### config.mk
export PLATFORM = sky130hd
export DESIGN_NAME = prws_cell
export DESIGN_NICKNAME = d
export VERILOG_FILES = /design/src/rtl/prws_pkg.sv /design/src/rtl/prws_cell.sv
export SDC_FILE = /design/constraint.sdc
export NUM_CORES = 1
export LEC_CHECK = 0
export BUFFER_PORTS_ARGS = -buffer_cell sky130_fd_sc_hd__buf_2
export CORE_AREA = 2 2 117 119
export DETAILED_ROUTE_END_ITERATION = 10
export DIE_AREA = 0 0 119 121
export GPL_TIMING_DRIVEN = 0
export SKIP_CTS_REPAIR_TIMING = 1
export SLEW_MARGIN = 20
export SYNTH_ARGS = -nofsm -noshare
export SYNTH_HDL_FRONTEND = slang
export SYNTH_SLANG_ARGS = --single-unit
export TNS_END_PERCENT = 20
### constraint.sdc
create_clock -name clk_i -period 5.6 [get_ports clk_i]
set_clock_uncertainty 0.1 [all_clocks]
set_input_delay 1.12 -clock clk_i [delete_from_list [all_inputs] [get_ports clk_i]]
set_output_delay 1.12 -clock clk_i [all_outputs]
set_load 0.05 [all_outputs]
### src/rtl/prws_pkg.sv
package prws_pkg;

  localparam int unsigned TimeW    = 64;
  localparam int unsigned ValueW   = 22;
  localparam int unsigned SpanW    = 32;
  localparam int unsigned PortPayW = 32;
  localparam int unsigned MsToUs   = 1000;

  typedef enum logic [1:0] {
    OP_WRITE = 2'd0,
    OP_READ  = 2'd1,
    OP_CLEAR = 2'd2,
    OP_NONE  = 2'd3
  } op_e;

  typedef enum logic [1:0] {
    MODE_COUNT  = 2'd0,
    MODE_APPEND = 2'd1,
    MODE_SPAN   = 2'd2,
    MODE_SPARE  = 2'd3
  } mode_e;

  typedef enum logic [1:0] {
    KIND_ACK    = 2'd0,
    KIND_RECORD = 2'd1,
    KIND_EMPTY  = 2'd2,
    KIND_SPARE  = 2'd3
  } kind_e;

  typedef enum logic [1:0] {
    ST_OK      = 2'd0,
    ST_DROPPED = 2'd1,
    ST_EVICTED = 2'd2,
    ST_SPARE   = 2'd3
  } status_e;

  localparam logic [1:0] CfgMode  = 2'd0;
  localparam logic [1:0] CfgValue = 2'd1;

  typedef struct packed {
    logic shift;
    logic load;
  } cell_ctrl_t;

endpackage

### src/rtl/prws_cell.sv
module prws_cell import prws_pkg::*; #(
  parameter int unsigned PW = 32
) (
  input  logic             clk_i,
  input  cell_ctrl_t       ctrl_i,
  input  logic [TimeW-1:0] wr_time_i,
  input  logic [1:0]       wr_dir_i,
  input  logic [PW-1:0]    wr_pay_i,
  input  logic [TimeW-1:0] nb_time_i,
  input  logic [1:0]       nb_dir_i,
  input  logic [PW-1:0]    nb_pay_i,
  output logic [TimeW-1:0] time_o,
  output logic [1:0]       dir_o,
  output logic [PW-1:0]    pay_o
);

  logic [TimeW-1:0] time_q;
  logic [1:0]       dir_q;
  logic [PW-1:0]    pay_q;

  always_ff @(posedge clk_i) begin
    if (ctrl_i.shift) begin
      time_q <= nb_time_i;
      dir_q  <= nb_dir_i;
      pay_q  <= nb_pay_i;
    end else if (ctrl_i.load) begin
      time_q <= wr_time_i;
      dir_q  <= wr_dir_i;
      pay_q  <= wr_pay_i;
    end
  end

  assign time_o = time_q;
  assign dir_o  = dir_q;
  assign pay_o  = pay_q;

endmodule

==> run_results.csv <==
group,metric,value,unit
global_route,grt_pass1_vias,3259,
synthesis,avgSynthCellArea,20.0,um2
setup_path,cp-end-kind,"register",
drt,num_vias,2989,
setup_path,path_cells,"buf_6 -> buf_6 -> buf_6 -> or2_4 -> buf_16",
drt,drtAntennaViolNets,0,
pwr,pwr_density_cell,326,nW/um2
floorplan,std_cell_rows,42,
setup_path,cp_common_cell,"buf_6",
global_route,globalRouteOverflowTotal,0,
finish,stdcell_area,6140,um2
place,dp_hpwl,8.50,mm
synthesis,synth_seq_cells,98,
pwr,clkPwrFrac,27.3,%
finish,fillCellCount,1170,
pwr,p_int,1.36,mW
setup_path,timing.critical_path.slowest_cell_delay,0.59,ns
timing,grt_setup_unrepaired,"no",
setup_path,crit_start,"ctrl_i[1]",
clock_network,htree_num_levels,3,
finish,layout_commonest_cell,"buf_2",
drt,drtIter0Drc,115,
synthesis,synthTopCellsByArea,"edfxtp_1 71%, mux2_2 24%, mux2_4 3.2%",
global_route,grt_pass1_wl,16.1,mm
drt,via_per_inst,4.29,
setup_path,path_class,"in2reg",
drt,post_drt_wl_per_cell,15.3,um
synthesis,ys_warn_count,0,
clock_network,cts_max_path_buffers,2,
outcome,status,"complete, no violations",
drt,drc,0,
synthesis,syn-num-nets,407,
worst_hold_path,min_from,"wr_time_i[55]",
worst_hold_path,min_path_type,"in2reg",
timing,min_period_over_period,47.3,%
pwr,p_switching,644,uW
pwr,seq_power_share,46.0,%
timing,fin_crit,2.65,ns
pwr,max-vdd-ir-drop,145,uV
timing,setup_tns,0,ns
timing,relSlewSlack,52.7,%
floorplan,die_h,121,um
floorplan,die_area,14400,um2
finish,multi_input_area,1150,um2
setup_path,cp.required,5.51,ns
synthesis,synth_cell_type_count,6,
clock_network,clock-sinks,98,
finish,layout_common_cells,"303 x buf_2, 98 x edfxtp_1, 89 x mux2_2",
clock_network,cts_root_buffer,"clkbuf_16",
setup_path,slowest_stage,"or2_4",
global_route,grtUsageTotal,14.6,%
setup_path,critPathMaxFanout,51,
timing,tightest_slew,0.710,ns
run,cap_violations,0,
clock_network,clk_pin_slew,0.07,ns
synthesis,synth_area,4160,um2
place,portBuffers,295,
finish,syn2layout_area_growth,47.7,%
synthesis,ys_seq_area_share,70.7,%
floorplan,die_w,119,um
timing,hold_violations,0,
global_route,grt_antenna_before_repair,1,
floorplan,ioPinCount,297,
place,place_congestion,0.811,
drt,drtPass1Iterations,4,
pwr,pwr-share-comb,26.7,%
timing,finalSetupViolCount,0,
floorplan,core,13100,um2
floorplan,initial_core_util,31.8,%
setup_path,worstPathArrival,2.56,ns
synthesis,syn_inst,208,
finish,register_area,2940,um2
synthesis,yosysTopAreaCell,"edfxtp_1",
clock_network,cts_tree,"built",
global_route,grt_max_degree,52,
finish,fin_util,47.0,%
synthesis,synth_top_cell_area_share,70.7,%
finish,layout.nets,714,
drt,drt_wl_total,10.6,mm
setup_path,cp-start-kind,"input pin",
finish,layout-drive-gt1-share,80.4,%
pwr,p_leak,2.78,nW
place,placed_area,5890,um2
clock_network,cts_buffers,9,
timing,final_max_slew_viol_count,0,
pwr,p_sw_share,32.2,%
timing,clock.fmax,378,MHz
-- power groups by stage --
stage | clock, mW | combinational [mW] | sequential, mW
2_1_floorplan | 0 | 0.0852 | 1.23
3_3_place_gp | 0 | 0.535 | 0.937
3_5_place_dp | 0 | 0.541 | 0.936
4_1_cts | 0.566 | 0.542 | 0.922
5_1_grt | 0.594 | 0.561 | 0.928
6_report | 0.545 | 0.535 | 0.920
-- synth_stat cells --
| cell type | instances |
|---|---|
| buf_6 | 3 |
| buf_2 | 8 |
| mux2_2 | 89 |
| or2_1 | 1 |
| edfxtp_1 | 98 |
| mux2_4 | 9 |
-- area by class of cell --
cell class / count / share of cell area, %
well taps: 176 / 3.58
diodes: 1 / 0.0407
multi-input cells: 99 / 18.7
flip-flops and latches: 98 / 47.9
plain buffers: 11 / 1.20
clock inverters: 4 / 0.305
clock buffers: 12 / 3.85
repair buffers: 296 / 24.5
-- state kept, by name (all words and copies together) (netlist names) --
| name | flops |
|---|---|
| dir_o | 2 |
| time_o | 64 |
| pay_o | 32 |
-- per-stage QoR --
stage                     std cells  hold WS [ns]  setup slack [ns]  total power [mW]
after floorplan                 208          1.24              1.34              1.31
final                           697         0.981              2.95              2.00
after global placement          679          1.32             0.338              1.47
after CTS                       696         0.963              2.91              2.03
after global routing            696         0.967              2.83              2.08
after detailed placement        680          1.32              2.55              1.48
-- cell families (layout without fill, tap and decap cells) --
family,after synthesis,in the layout,share of synthesized area (%)
mux,98,98,27.3
other cells,0,1,0
simple gates,1,1,0.150
flops,98,98,70.7
buf+inv,11,323,1.77
-- critical path, delay by kind of cell --
kind,cells,cell delay [ns]
buf+inv,4,0.79
simple gates,1,0.59
-- metal layers --
metal	global-route usage [%]	share of wire, %	vias up
li1	-	-	1432
met1	15.9	38	1363
met2	25.3	51	175
met3	4.93	8.7	19
met4	7.14	2.7	0
met5	0	0	-
-- final timing paths --
path    endpoint  slack [ns]  cells after the start
max    time_o[0]        2.95                      5
min   time_o[55]        0.98                      2
Power figures use the tool's default switching activity.
